--- src/rtl/double_ended_queue_top_defines.svh ---
// Assertion macros for the deque RTL, used by deq_core.
`ifndef DOUBLE_ENDED_QUEUE_TOP_DEFINES_SVH
`define DOUBLE_ENDED_QUEUE_TOP_DEFINES_SVH

// Property checked on every clock edge outside reset.
`define DEQ_ASSERT(label, prop, msg) \
  label: assert property (@(posedge clk) disable iff (rst) prop) \
    else $error(msg);

// Condition in one cycle implies a property in the next.
`define DEQ_ASSERT_NEXT(label, cond, nxt, msg) \
  label: assert property (@(posedge clk) disable iff (rst) (cond) |=> (nxt)) \
    else $error(msg);

`endif

--- src/rtl/deq_pkg.sv ---
`timescale 1ns / 1ps
`default_nettype none

package deq_pkg;

  localparam int DEPTH_DEF      = 1024;
  localparam int DATA_WIDTH_DEF = 32;

  typedef enum logic [1:0] {
    OP_PUSH_RIGHT = 2'd0,
    OP_POP_LEFT   = 2'd1,
    OP_POP_RIGHT  = 2'd2,
    OP_PEEK       = 2'd3
  } op_t;

  typedef enum logic [1:0] {
    ERR_OK    = 2'd0,
    ERR_EMPTY = 2'd1,
    ERR_FULL  = 2'd2
  } err_t;

  typedef struct packed {
    op_t         operation;
    logic [31:0] item;
  } request_t;

  typedef struct packed {
    logic [31:0] popped_item;
    logic [31:0] left_item;
    logic [31:0] right_item;
    logic [10:0] occupancy;
    logic        is_empty;
    logic        is_full;
    err_t        error_code;
  } result_t;

endpackage

`default_nettype wire

--- src/rtl/deq_outq.sv ---
`timescale 1ns / 1ps
`default_nettype none

// Two-entry result buffer: output register plus one skid entry.
module deq_outq import deq_pkg::*; (
  input  wire logic    clk,
  input  wire logic    rst,
  input  wire logic    push,
  input  wire result_t push_data,
  output logic         full,
  output logic         rsp_valid,
  input  wire logic    rsp_stall,
  output result_t      rsp
);

  logic    skid_valid;
  result_t skid;
  logic    take;

  assign take = rsp_valid && !rsp_stall;
  assign full = rsp_valid && skid_valid;

  always_ff @(posedge clk) begin
    if (rst) begin
      rsp_valid  <= 1'b0;
      skid_valid <= 1'b0;
    end else begin
      if (!rsp_valid || take) begin
        if (skid_valid) begin
          rsp_valid  <= 1'b1;
          skid_valid <= push;
        end else begin
          rsp_valid  <= push;
        end
      end else if (push) begin
        skid_valid <= 1'b1;
      end
    end
  end

  always_ff @(posedge clk) begin
    if (!rsp_valid || take) begin
      if (skid_valid) begin
        rsp <= skid;
        if (push) begin
          skid <= push_data;
        end
      end else if (push) begin
        rsp <= push_data;
      end
    end else if (push) begin
      skid <= push_data;
    end
  end

endmodule

`default_nettype wire

--- config.mk ---
export PLATFORM = sky130hd
export DESIGN_NAME = deq_outq
export DESIGN_NICKNAME = d
export VERILOG_FILES = /design/src/rtl/double_ended_queue_top_defines.svh /design/src/rtl/deq_pkg.sv /design/src/rtl/deq_outq.sv
export SDC_FILE = /design/constraint.sdc
export NUM_CORES = 1
export LEC_CHECK = 0
export BUFFER_PORTS_ARGS = -buffer_cell sky130_fd_sc_hd__buf_4
export CAP_MARGIN = 30
export CORE_ASPECT_RATIO = 0.6
export CORE_UTILIZATION = 36
export CTS_CLUSTER_DIAMETER = 40
export DETAILED_ROUTE_END_ITERATION = 10
export PLACE_DENSITY = 0.7
export RECOVER_POWER = 100
export SLEW_MARGIN = 20
export SYNTH_ARGS = -nofsm -noshare
export SYNTH_HDL_FRONTEND = slang
export SYNTH_SLANG_ARGS = --single-unit
--- constraint.sdc ---
create_clock -name clk -period 9.81 [get_ports clk]
set_input_delay 1.962 -clock clk [delete_from_list [all_inputs] [get_ports clk]]
set_output_delay 1.962 -clock clk [all_outputs]
set_load 0.01 [all_outputs]
==> implementation parameters <==
Parameter                              Value

CTS
  Hold buffer count at cts    0
  Post-CTS Setup Bufs    0
  Number of buffers added by the clock tree synthesis step    27
  CTS tree    yes
  Clock Root Buffer    sky130_fd_sc_hd__clkbuf_16
  # H-tree levels    1
  Clock transition at path regs    0.06 ns
  CTS Sinks    224
  Clock latency of the later-clocked register in the worst-skew pair    0.52 ns
  Number of resized instances in the post-cts repair step    0
  Max Buffers Root-to-Sink    3

Floorplanning
  Cell row count    42
  Die width    198.0 um
  Chip height    119.6 um
  Num ports    228
  Initial cell density of the core    0.3716
  CORE AREA    22330 um2
  Floorplan die area    23680 um2

Route
  Antenna Violating Nets Remaining    0
  Total vias in the final route    4199
  DRC violations left    0
  Per-cell via count in the routed design    4.491
  Wire per inst    17.19 um
  TritonRoute pass-1 iters    4
  Aggregate routed wire length    16070 um
  DRC violation total after the first TritonRoute iteration    161

Placement
  Dpl hpwl    10570 um
  RD Place Congestion    0.7811
  Total of buffers placed on input and output ports    227
  Count of placed standard cells including taps    886

GRT
  Global-route wire length before repair    24030 um
  Largest net degree at the start of global routing    69
  Global-route congestion overflow total    0
  Number of antenna violations at the first check in global routing    0
  Via count of the first global-routing pass    4308
  GR Util All Layers    0.1310

Critical path
  Critical Path Max Stage Delay    2.26 ns
  Arrival time worst endpoint    5.99 ns
  Critical Path Fanout Max    68
  Critical Path Source Type    flop
  Worst R2R Path Depth    4
  Gate family responsible for the most delay along the worst path    buffers and inverters
  Reg-to-reg startpoint    skid_valid$_SDFFE_PP0P_
  Slowest cell on the critical path    sky130_fd_sc_hd__dfxtp_1
  Kind of end point of the critical path    flop
  Buffers plus inverters on the worst setup path    2
  End of the worst register-to-register path    skid[70]$_DFFE_PP_
  FF-to-FF setup slack    3.97 ns
  Worst Path Required    9.95 ns
  Crit-path cells    a21oi_1, nor2b_4, clkbuf_1, buf_4
  Critical Setup Path Class    flop to flop

Synth
  Leading cell types by count after synthesis    sky130_fd_sc_hd__edfxtp_1 (222), sky130_fd_sc_hd__mux2_2 (64), sky130_fd_sc_hd__mux2_4 (47)
  Post-synth EDFFs    222
  Count of warnings emitted by yosys    0
  Dominant synthesized flop cell    sky130_fd_sc_hd__edfxtp_1
  Library cell with the highest instance count after synthesis    sky130_fd_sc_hd__edfxtp_1
  Fraction of post-synthesis cell area in the top cell type by area    0.8033
  Summed instance area of the synthesized netlist    8299 um2
  Yosys cell types    14
  Largest cells by area after synthesis    sky130_fd_sc_hd__edfxtp_1 (80%), sky130_fd_sc_hd__mux2_2 (8.7%), sky130_fd_sc_hd__mux2_4 (8.5%)
  Synth area leader    sky130_fd_sc_hd__edfxtp_1
  Sequential share of the synthesized area    0.8081
  Synthesized instance count    359
  Synth Register Bits    224
  Post-synth net total    474
  Average cell area after synthesis    23.12 um2
  Share of synthesized registers carrying an async set or reset    0

Power and ir drop
  Sequential fraction of design power    0.518
  Internal power    1.711 mW
  Share of power burned in combinational logic    0.061
  Power consumption    2.196 mW
  Power per unit of standard cell area    212.4 nW/um2
  NetSw    484.8 uW
  Clock group share of total power    0.421
  Maximum VDD drop    0.1333 mV
  Switch share    0.2208
  Leakage power figure    3.402 nW

Timing
  Final Slew Violations    276
  Post-route setup TNS    0 ns
  Final Hold Violating Endpoints    0
  Slew @ Worst Pin    3.318 ns
  Max_slew headroom    -1.212
  Worst clock skew on the final layout    0.01378 ns
  Period utilisation layout    0.5958
  Post-route minimum period    5.844 ns
  Setup repair after global routing missed its margin    no
  Final setup violation count    0
  Max Clk Rate    171.1 MHz

Min path
  Min-delay src    skid[83]$_DFFE_PP_
  Min-Delay Path Depth    1
  Hold EP    rsp[83]$_DFFE_PP_
  Type of the most critical hold path    flop to flop

Layout
  Share of post-route cells with drive strength above 1    0.2584
  Layout Area Growth over Synthesis    24.53%
  Number of cells in the finished layout apart from fillers    935
  Count of antenna diodes in the layout    0
  Final Net Count    722

Run
  Maximum Capacitance Violations    5

Outcome
  Status    finished, violations left
  Violated checks    max-capacitance violations, max-slew violations
[final cells by class]
type | instances | area [um2]
timing repair buffer | 232 | 1062
clock buffer | 29 | 683.2
multi-input combinational | 122 | 1334
sequential | 224 | 6706
fill | 2082 | 12000
clock inverter | 20 | 163.9
tap | 308 | 385.4
[registers in the layout, summed over array words and instances, names as in the netlist]
register    count
rsp           111
rsp_valid       1
skid          111
skid_valid      1
[kinds of logic after synthesis]
logic type / count (synthesis) / share of synthesized area
compound gates: 5 / 0.003167
buf+inv: 13 / 0.01312
flops: 224 / 0.8081
mux: 111 / 0.1719
simple gates: 6 / 0.003769
[power by group through the flow]
stage / Sequential [mW] / Combinational, mW / Clock, mW
after floorplan: 1.17 / 0.0612 / 0
after global placement: 1.15 / 0.181 / 0
after detailed placement: 1.15 / 0.186 / 0
after CTS: 1.14 / 0.186 / 0.953
after global routing: 1.14 / 0.147 / 0.990
final: 1.14 / 0.135 / 0.924
[cell usage in the layout (no fill, tap or decap), drive strengths merged]
cell type	n
o22ai	1
a21oi	4
mux2	111
nor2b	1
edfxtp	222
and2	1
clkinvlp	5
clkbuf	257
buf	4
nand3	1
nand2	1
inv	2
nor2	1
nand2b	1
clkinv	12
dfxtp	2
bufinv	1
[through the flow]
step / instance area (um2) / util / worst slack, ns / hold slack (ns)
after global routing: 10330 / 0.4627 / 3.401 / 0.5493
after global placement: 10340 / 0.4630 / 5.737 / 0.5281
after CTS: 11190 / 0.5009 / 5.944 / 0.5446
final: 10330 / 0.4627 / 3.966 / 0.5349
after detailed placement: 10340 / 0.4630 / 5.692 / 0.5340
after floorplan: 8299 / - / 1.823 / 0.5231
[per-layer routing]
metal	part of all wire	routed length, um	vias to the layer above	global-route usage
met5	0	0	-	0
met4	0.017	269	0	0.03488
met3	0.081	1301	22	0.04609
li1	-	-	1946	-
met1	0.46	7323	2081	0.1808
met2	0.45	7177	150	0.1961
[worst max-delay path by stage]
stage                               endpoint  cells past startpoint  slack [ns]                    start
final                     skid[70]$_DFFE_PP_                      4        3.97  skid_valid$_SDFFE_PP0P_
after global routing      skid[76]$_DFFE_PP_                      4        3.40  skid_valid$_SDFFE_PP0P_
after CTS                               full                      2        5.94  skid_valid$_SDFFE_PP0P_
after detailed placement  skid[12]$_DFFE_PP_                      5        5.69                rsp_stall
after global placement    skid[11]$_DFFE_PP_                      5        5.74                rsp_stall
after floorplan             rsp[0]$_DFFE_PP_                      2        1.82                     push
Power figures use the tool's default switching activity.
