**src/rtl/double_ended_queue_top_defines.svh**
```systemverilog
// Assertion macros for the deque RTL, used by deq_core.
`ifndef DOUBLE_ENDED_QUEUE_TOP_DEFINES_SVH
`define DOUBLE_ENDED_QUEUE_TOP_DEFINES_SVH

// Property checked on every clock edge outside reset.
`define DEQ_ASSERT(label, prop, msg) \
  label: assert property (@(posedge clk) disable iff (rst) prop) \
    else $error(msg);

// Condition in one cycle implies a property in the next.
`define DEQ_ASSERT_NEXT(label, cond, nxt, msg) \
  label: assert property (@(posedge clk) disable iff (rst) (cond) |=> (nxt)) \
    else $error(msg);

`endif

```
**src/rtl/deq_pkg.sv**
```systemverilog
`timescale 1ns / 1ps
`default_nettype none

package deq_pkg;

  localparam int DEPTH_DEF      = 1024;
  localparam int DATA_WIDTH_DEF = 32;

  typedef enum logic [1:0] {
    OP_PUSH_RIGHT = 2'd0,
    OP_POP_LEFT   = 2'd1,
    OP_POP_RIGHT  = 2'd2,
    OP_PEEK       = 2'd3
  } op_t;

  typedef enum logic [1:0] {
    ERR_OK    = 2'd0,
    ERR_EMPTY = 2'd1,
    ERR_FULL  = 2'd2
  } err_t;

  typedef struct packed {
    op_t         operation;
    logic [31:0] item;
  } request_t;

  typedef struct packed {
    logic [31:0] popped_item;
    logic [31:0] left_item;
    logic [31:0] right_item;
    logic [10:0] occupancy;
    logic        is_empty;
    logic        is_full;
    err_t        error_code;
  } result_t;

endpackage

`default_nettype wire

```
**src/rtl/deq_core.sv**
```systemverilog
`timescale 1ns / 1ps
`default_nettype none

`include "double_ended_queue_top_defines.svh"

// Pointer, count and end-value control. The end items are cached in
// registers; a pop fetches the new end from the memory.
module deq_core import deq_pkg::*; #(
  parameter int DEPTH      = DEPTH_DEF,
  parameter int DATA_WIDTH = DATA_WIDTH_DEF,
  localparam int PW        = $clog2(DEPTH),
  localparam int CW        = $clog2(DEPTH + 1)
) (
  input  wire logic                  clk,
  input  wire logic                  rst,
  input  wire logic                  req_valid,
  output logic                       req_stall,
  input  wire request_t              req,
  output logic                       res_valid,
  output result_t                    res,
  input  wire logic                  outq_full,
  output logic                       we,
  output logic      [PW-1:0]         waddr,
  output logic      [DATA_WIDTH-1:0] wdata,
  output logic                       re,
  output logic      [PW-1:0]         raddr,
  input  wire logic [DATA_WIDTH-1:0] rdata
);

  typedef enum logic [1:0] {
    ST_IDLE = 2'b01,
    ST_READ = 2'b10
  } state_t;

  state_t                st, st_next;
  logic [PW-1:0]         lp, lp_next;
  logic [PW-1:0]         rp, rp_next;
  logic [CW-1:0]         cnt, cnt_next;
  logic [DATA_WIDTH-1:0] left_val, left_next;
  logic [DATA_WIDTH-1:0] right_val, right_next;
  logic [DATA_WIDTH-1:0] popped, popped_next;
  logic                  sel_left, sel_left_next;

  logic                  accept;
  logic [DATA_WIDTH-1:0] value;
  logic                  empty, full;
  logic [PW-1:0]         lp_inc, lp_dec, rp_inc, rp_dec;
  logic [DATA_WIDTH-1:0] pop_out;
  err_t                  err;

  assign req_stall = (st != ST_IDLE) || outq_full;
  assign accept    = req_valid && !req_stall;
  assign value     = DATA_WIDTH'(64'(req.item));
  assign empty     = (cnt == '0);
  assign full      = (cnt == CW'(DEPTH));

  // rp always sits one behind lp + cnt, so an empty queue has rp = lp - 1
  assign lp_inc = (lp == PW'(DEPTH - 1)) ? '0 : lp + 1'b1;
  assign lp_dec = (lp == '0) ? PW'(DEPTH - 1) : lp - 1'b1;
  assign rp_inc = (rp == PW'(DEPTH - 1)) ? '0 : rp + 1'b1;
  assign rp_dec = (rp == '0) ? PW'(DEPTH - 1) : rp - 1'b1;

  always_comb begin
    st_next       = st;
    lp_next       = lp;
    rp_next       = rp;
    cnt_next      = cnt;
    left_next     = left_val;
    right_next    = right_val;
    popped_next   = popped;
    sel_left_next = sel_left;
    we            = 1'b0;
    waddr         = rp_inc;
    wdata         = value;
    re            = 1'b0;
    raddr         = lp_inc;
    res_valid     = 1'b0;
    pop_out       = '0;
    err           = ERR_OK;

    unique case (st)
      ST_IDLE: begin
        if (accept) begin
          unique case (req.operation)
            OP_PUSH_RIGHT: begin
              res_valid = 1'b1;
              if (full) begin
                err = ERR_FULL;
              end else begin
                we         = 1'b1;
                rp_next    = rp_inc;
                cnt_next   = cnt + CW'(1);
                right_next = value;
                if (empty) begin
                  left_next = value;
                end
              end
            end
            OP_POP_LEFT: begin
              if (empty) begin
                res_valid = 1'b1;
                err       = ERR_EMPTY;
              end else begin
                re            = 1'b1;
                raddr         = lp_inc;
                lp_next       = lp_inc;
                cnt_next      = cnt - CW'(1);
                popped_next   = left_val;
                sel_left_next = 1'b1;
                st_next       = ST_READ;
              end
            end
            OP_POP_RIGHT: begin
              if (empty) begin
                res_valid = 1'b1;
                err       = ERR_EMPTY;
              end else begin
                re            = 1'b1;
                raddr         = rp_dec;
                rp_next       = rp_dec;
                cnt_next      = cnt - CW'(1);
                popped_next   = right_val;
                sel_left_next = 1'b0;
                st_next       = ST_READ;
              end
            end
            OP_PEEK: begin
              res_valid = 1'b1;
            end
          endcase
        end
      end
      ST_READ: begin
        // new end item arrives from the memory this cycle
        res_valid = 1'b1;
        pop_out   = popped;
        if (sel_left) begin
          left_next = rdata;
        end else begin
          right_next = rdata;
        end
        st_next = ST_IDLE;
      end
      default: begin
        st_next = ST_IDLE;
      end
    endcase

    res.popped_item = 32'(64'(pop_out));
    res.left_item   = (cnt_next == '0) ? '0 : 32'(64'(left_next));
    res.right_item  = (cnt_next == '0) ? '0 : 32'(64'(right_next));
    res.occupancy   = 11'(cnt_next);
    res.is_empty    = (cnt_next == '0);
    res.is_full     = (cnt_next == CW'(DEPTH));
    res.error_code  = err;
  end

  always_ff @(posedge clk) begin
    if (rst) begin
      st  <= ST_IDLE;
      lp  <= '0;
      rp  <= PW'(DEPTH - 1);
      cnt <= '0;
    end else begin
      st  <= st_next;
      lp  <= lp_next;
      rp  <= rp_next;
      cnt <= cnt_next;
    end
  end

  always_ff @(posedge clk) begin
    left_val  <= left_next;
    right_val <= right_next;
    popped    <= popped_next;
    sel_left  <= sel_left_next;
  end

  `DEQ_ASSERT(a_cnt_range, cnt <= CW'(DEPTH), "item count above depth")
  `DEQ_ASSERT(a_no_overflow, res_valid |-> !outq_full, "result issued into full buffer")
  `DEQ_ASSERT(a_empty_ptrs, (cnt == '0) |-> (rp == lp_dec), "end pointers disagree when empty")
  `DEQ_ASSERT_NEXT(a_peek_hold, accept && req.operation == OP_PEEK, $stable(cnt) && $stable(lp),
                   "peek changed queue state")

endmodule

`default_nettype wire

```
**config.mk**
```make
export PLATFORM = sky130hd
export DESIGN_NAME = deq_core
export DESIGN_NICKNAME = d
export VERILOG_FILES = /design/src/rtl/deq_pkg.sv /design/src/rtl/deq_core.sv
export VERILOG_INCLUDE_DIRS = /design/src /design/src/rtl
export SDC_FILE = /design/constraint.sdc
export NUM_CORES = 1
export LEC_CHECK = 0
export BUFFER_PORTS_ARGS = -buffer_cell sky130_fd_sc_hd__buf_2
export CORE_AREA = 2 2 130 132
export DETAILED_ROUTE_END_ITERATION = 6
export DIE_AREA = 0 0 132 134
export GPL_TIMING_DRIVEN = 0
export PLACE_DENSITY = 0.91
export RECOVER_POWER = 50
export SLEW_MARGIN = 0
export SYNTH_ARGS = -nofsm -noshare
export SYNTH_HDL_FRONTEND = slang
export SYNTH_SLANG_ARGS = --single-unit
```
**constraint.sdc**
```tcl
create_clock -name clk -period 4.5 [get_ports clk]
set_clock_uncertainty 0.2 [all_clocks]
set_input_delay 0.45 -clock clk [delete_from_list [all_inputs] [get_ports clk]]
set_output_delay 0.45 -clock clk [all_outputs]
set_load 0.05 [all_outputs]
```
==> key figures, run 1 <==
Routing
  – DRT iter0 DRCs: 1609
  – Routed wire length: 32540 um
  – Vias/cell: 6.418
  – Detail Route Antenna Nets: 0
  – Drt wl/cell: 20.94 um
  – First-pass DRT Iterations: 7
  – Residual DRC count: 1
  – Via Count: 9974

Status
  – Status: finished, violations left
  – Violated checks: design-rule violations, negative setup slack

Synth
  – Synth async-reset ratio: 0%
  – YS warnings: 0
  – Avg Inst Size Synth: 8.185 um2
  – Syn nets: 1140
  – Post-synthesis cell area: 8660 um2
  – Most common cell in the netlist: dfxtp_1
  – Instance count of the mapped netlist: 1058
  – Synth top area cells: dfxtp_1, edfxtp_1, o21ai_0
  – Commonest cells in the synthesized netlist: dfxtp_1, nand2_1, o21ai_0, clkbuf_1, a21oi_1
  – Synth Flop Type: dfxtp_1
  – FF+latch count, synth: 130
  – Synth top area share: 22.42%
  – Sequential cell area fraction in the yosys report: 33.87%
  – Number of synthesized flops with an enable pin: 33
  – Netlist cell types: 71
  – Top cell type by total area after synthesis: dfxtp_1

Clock network
  – Clock root buffer: clkbuf_16
  – Clk slew on worst S/H paths: 0.07 ns
  – Total clock sinks: 130
  – H-tree levels: 4
  – Max Root-Sink Buffers: 2
  – TritonCTS clock tree: built
  – Num CTS Buffers: 17
  – Clk Latency, worst-skew pair: 0.44 ns

Final layout
  – Finished Layout Cells: 1554
  – Antenna Cells: 0
  – Nets@finish: 1404
  – Final core utilization: 67.72%
  – Area Growth Syn to Fin: 27.38%
  – Share of cells above drive strength 1: 27.51%

Timing
  – Max_slew headroom: 32.93%
  – Final setup fails: 1
  – Worst setup margin: -0.007989 ns
  – Endpoints failing hold: 0
  – Tmin final: 4.508 ns
  – Tcrit/Tclk final: 100.2%
  – Final setup TNS: -0.007989 ns
  – Worst-margin pin slew: 1.006 ns
  – Final Slew Violations: 0
  – F_max: 221.8 MHz

Placement
  – RePlAce Congestion: 0.9222
  – Pre-CTS setup slack: -0.06743 ns
  – Port Buffers: 236
  – Final HPWL DP: 22400 um
  – Placed cells: 1515

GRT
  – Largest net degree at the start of global routing: 30
  – Total GRT Usage: 34.99%
  – First-pass GRT wire length: 48490 um
  – Antenna violations before repair: 0
  – Grt total ovfl: 0
  – Vias in the first global route: 9021

Worst setup path
  – Worst Path Arrival: 3.86 ns
  – CP Cell Sequence: inv_2 > ha_1 > or4b_4 > or3_4 > or4_1 > buf_2 > buf_6 > nor2_1 > a21oi_1 > o21ai_0 > a21boi_1 > buf_2
  – Crit-path max cell delay: 0.53 ns
  – Worst r2r dst: popped[21]
  – Worst Path Required: 3.85 ns
  – CP Launch Type: flip-flop
  – CP max FO: 10
  – Crit Path Class: flip-flop to output pin
  – Worst path most repeated cell: buf_2
  – Element type at the critical path end: output pin
  – Worst Reg2Reg Path Length in Cells: 9
  – Worst r2r src: cnt[0]
  – Slowest CP cell: or4b_4
  – Flop-to-flop setup slack: 0.69 ns

Hold path
  – Hold path start: rdata[28]
  – Worst hold stages: 3
  – Hold EP: left_val[28]
  – Hold WC Path Type: input pin to flip-flop

Power
  – Static leakage: 5.044 nW
  – Int Pwr: 0.003487 W
  – Switching Share: 43.28%
  – Net Sw Power: 0.002661 W
  – Total power: 0.006148 W
  – Clk pwr share: 24.5%
  – Sequential share of power: 29.0%
  – Pwr/cell area: 557.4 nW/um2
  – Comb pwr share: 46.4%
  – VDD IR max: 0.0003226 V

Floorplan
  – Die Width: 132 um
  – Initial Util: 53.16%
  – IO Pins: 237
  – Core Rows: 47
  – Die Span Y: 134 um
  – CORE AREA: 16290 um2
  – Area of the die: 17690 um2

Run
  – Max-cap viol count: 0
-- through the flow --
step / hold slack [ns] / area (um2)
after floorplan: 0.2488 / 8671
after CTS: 0.07669 / 10920
after global routing: 0.08516 / 11030
after global placement: 0.2596 / 10130
final: 0.07774 / 11030
after detailed placement: 0.2787 / 10150
-- power groups by stage --
stage	Combinational [W]	Sequential (W)	Clock [W]
after floorplan	0.00198	0.00173	0
after global placement	0.00252	0.00177	0
after detailed placement	0.00257	0.00178	0
after CTS	0.00267	0.00177	0.00150
after global routing	0.00299	0.00181	0.00156
final	0.00285	0.00178	0.00151
-- routing by layer --
layer	up-vias	part of all wire, %	GRT usage, %
met5	-	0	0
met4	0	4.9	18.18
met3	160	12	8.768
met2	870	46	57.35
met1	4572	36	42.70
li1	4372	-	-
-- cell type report --
class	count	area, um2
clock inverters	12	188.9
plain buffers	127	753.2
well taps	220	275.3
repair buffers	250	1324
inverters	57	214.0
multi-input cells	739	4902
fillers	1294	5259
flip-flops and latches	130	2940
clock buffers	19	432.9
-- worst max-delay path by stage --
stage	startpoint	end	slack, ns
floorplan	cnt[0]	res[18]	-0.01
global placement	cnt[0]	res[19]	-0.1
detailed placement	cnt[0]	res[19]	-0.07
CTS	cnt[0]	res[69]	-0.003
global route	cnt[0]	res[76]	-0.05
finish	cnt[0]	res[76]	-0.008
-- worst max-delay path: cells and delay by family (launching register included) --
family	cells	cell delay (ns)
buf+inv	4	0.71
compound gates	3	0.63
simple gates	4	1.54
fa+ha+maj	1	0.17
flops	1	0.37
-- layout by cell type (no fill, tap or decap), types with 27 or more instances in the layout --
cell,n
a21oi_1,62
dfxtp_1,95
and2_1,40
buf_4,60
buf_2,179
a222oi_1,29
mux2_2,27
edfxtp_1,33
inv_1,53
nand2_1,90
nor2_1,53
o21ai_0,78
clkbuf_1,108
nand2b_1,30
a22oi_1,34
-- state kept, by name, indices dropped and copies added (netlist names) --
name	flops
cnt	11
left_val	32
lp	10
popped	32
right_val	32
rp	10
sel_left	1
st	2
-- logic make-up (layout without fill, tap and decap cells) --
logic type               after synthesis  after routing  synth area share (%)
AND/OR/NAND/NOR                      324            324                 19.81
flip-flops                           130            130                 33.87
AO/OA/AOI/OAI                        346            346                 27.19
multiplexers                          34             34                 4.364
adder cells (fa/ha/maj)               12             12                 1.734
XOR/XNOR                              23             23                 2.326
buffers and inverters                189            465                 10.71
-- what timing repair did --
| item | CTS | global route |
|---|---|---|
| cloned | 0 | 1 |
| resized for setup | 43 | 46 |
| endpoints found under the setup margin | 67 | 66 |
| pin swaps | 3 | 4 |
| hold buffers | 0 | 0 |
| endpoints found under the hold margin | 0 | 0 |
| setup buffers | 3 | 9 |
Note: power is estimated with default switching activity, not from simulation.
==> inputs of run 2 (changes only) <==
==> constraint.sdc (replaced) <==
create_clock -name clk -period 4.5 [get_ports clk]
set_clock_uncertainty 0.2 [all_clocks]
set_input_delay 0.9 -clock clk [delete_from_list [all_inputs] [get_ports clk]]
set_output_delay 0.9 -clock clk [all_outputs]
set_load 0.05 [all_outputs]
==> run 2 against run 1 <==
  * The flow still finishes with violations (design-rule violations, negative setup slack)
  * Global-route usage up 5.9 points
  * Via count is 11% higher
  * Combinational power increased by 46%
  * Worst hold slack improved by 0.20 ns
  * Critical path depth increased by 2
  * Setup slack worse by 0.28 ns
  * First-iteration DRC count is 18% higher
  * Sequential cell count stayed put
  * Register-to-register slack lost 0.69 ns
  * Critical endpoint is now res[40]
  * Largest cell class unchanged
==> key figures, run 2 (same netlist as run 1, synthesis figures left out) <==
Worst setup path
  – Top Family by Delay on Critical Path: simple AND/OR/NAND/NOR gates
  – Launch point of the worst path: cnt[0]
  – Crit Path Class: flip-flop to output pin
  – CP Launch Type: flip-flop
  – CP Cell Sequence: buf_8 > inv_8 > ha_4 > or4b_4 > or4_4 > buf_6 > a211oi_4 > and4_1 > and4_4 > buf_4 > buf_6 > clkbuf_16 > a21boi_2 > buf_6
  – Slowest CP cell: or4b_4
  – Crit-path max cell delay: 0.50 ns
  – CP max FO: 5
  – Worst Path Arrival: 3.69 ns
  – Element type at the critical path end: output pin
  – Worst path most repeated cell: buf_6
  – Worst Reg2Reg Path Length in Cells: 19
  – Worst Path Required: 3.40 ns
  – Worst r2r src: st[0]
  – Worst path depth: 14
  – Buf/Inv on CP: 7

Clock network
  – Clk Latency, worst-skew pair: 0.44 ns
  – TritonCTS clock tree: built
  – Clock root buffer: clkbuf_16
  – Total clock sinks: 130
  – Max Root-Sink Buffers: 2
  – Clk slew on worst S/H paths: 0.06 ns
  – Num CTS Buffers: 17
  – Hold Buf Count CTS: 0
  – H-tree levels: 4

Final layout
  – Antenna Cells: 0
  – Largest regs: left_val (32), popped (32), right_val (32)
  – Nets@finish: 1457
  – Fillers: 977
  – Area Growth Syn to Fin: 48.37%
  – Share of cells above drive strength 1: 39.55%
  – Most frequent cells in the layout: buf_2, dfxtp_1, buf_4
  – Most common cell after layout, fill and taps aside: buf_2
  – Finished Layout Cells: 1608
  – Cell area after layout: 12850 um2

Routing
  – Drt wl/cell: 24.73 um
  – Via Count: 11050
  – Vias/cell: 6.873
  – Residual DRC count: 101
  – Detail Route Antenna Nets: 0
  – First-pass DRT Iterations: 7
  – Routed wire length: 39760 um
  – DRT iter0 DRCs: 1906

Timing
  – Worst setup margin: -0.2873 ns
  – Final setup fails: 66
  – Max_slew headroom: 25.89%
  – Final Slew Violations: 0
  – Tcrit/Tclk final: 106.4%
  – RSZ-0062 raised after global routing: true
  – Hold_ws: 0.2780 ns
  – Worst-margin pin slew: 1.112 ns
  – Final setup TNS: -14.22 ns
  – F_max: 208.9 MHz
  – Tmin final: 4.787 ns
  – Endpoints failing hold: 0

Hold path
  – Hold path start: lp[1]
  – Worst hold stages: 2
  – Hold WC Path Type: flip-flop to flip-flop

GRT
  – Vias in the first global route: 10520
  – Antenna violations before repair: 0
  – Total GRT Usage: 40.85%
  – First-pass GRT wire length: 56630 um
  – Largest net degree at the start of global routing: 34
  – Grt total ovfl: 0

Floorplan
  – IO Pins: 237
  – Area of the die: 17690 um2
  – Core Rows: 47
  – Initial Util: 53.16%
  – Die Span Y: 134 um
  – Die Width: 132 um
  – CORE AREA: 16290 um2

Placement
  – Port Buffers: 236
  – Placed cell areas: 10640 um2
  – Final HPWL DP: 22700 um
  – Placed cells: 1515
  – RePlAce Congestion: 0.9593

Status
  – Violated checks: design-rule violations, negative setup slack
  – Status: finished, violations left

Power
  – Static leakage: 5.623 nW
  – Total power: 0.007425 W
  – VDD IR max: 0.0003686 V
  – Pwr/cell area: 577.9 nW/um2

Run
  – Max-cap viol count: 0
==> run 2: final timing paths <==
path	endpoint	slack, ns
setup / recovery	res[40]	-0.29
hold / removal	lp[1]	0.28
setup reg to reg	left_val[0]	0
hold reg to reg	lp[1]	0.28
==> run 2: layer usage <==
metal | global-route usage [%] | part of all wire, % | up-vias
met2 | 67.19 | 45 | 1160
met5 | 0 | 0 | -
li1 | - | - | 4490
met3 | 12.47 | 14 | 413
met1 | 45.94 | 33 | 4988
met4 | 27.17 | 8.8 | 0
==> run 2: area by class of cell <==
| type | count | area (um2) | share of cell area (%) |
|---|---|---|---|
| inverters | 57 | 222.7 | 1.733 |
| repair buffers | 306 | 2318 | 18.04 |
| well taps | 220 | 275.3 | 2.142 |
| plain buffers | 124 | 888.4 | 6.914 |
| clock inverters | 11 | 105.1 | 0.8180 |
| clock buffers | 21 | 470.5 | 3.661 |
| flip-flops and latches | 130 | 2935 | 22.85 |
| multi-input cells | 739 | 5633 | 43.84 |
==> run 2: worst min-delay path, stage by stage, from the launching register on <==
cell and delay (ns):
dfxtp_1 0.32, nand2_1 0.06, a21oi_1 0.06
==> run 2: where the power goes <==
part           leakage [nW]  switching (W)  total [W]  internal (W)
clock                 0.272       0.000612    0.00142      0.000808
combinational          4.25        0.00243    0.00416       0.00173
sequential             1.10       0.000305    0.00184       0.00154
total                  5.62        0.00335    0.00743       0.00408
==> run 2: stage by stage <==
step | utilization, % | setup WS [ns]
after CTS | 76.64 | -0.2272
final | 78.88 | -0.2873
after floorplan | - | 0.009824
after detailed placement | 65.34 | -0.5585
after global routing | 78.88 | -0.3654
after global placement | 65.20 | -0.5297
==> run 2: repair_timing <==
| action | CTS | global route |
|---|---|---|
| resized for setup | 242 | 76 |
| pin swaps | 40 | 33 |
| endpoints found under the setup margin | 76 | 76 |
| cloned | 5 | 2 |
| buffers inserted | 40 | 26 |
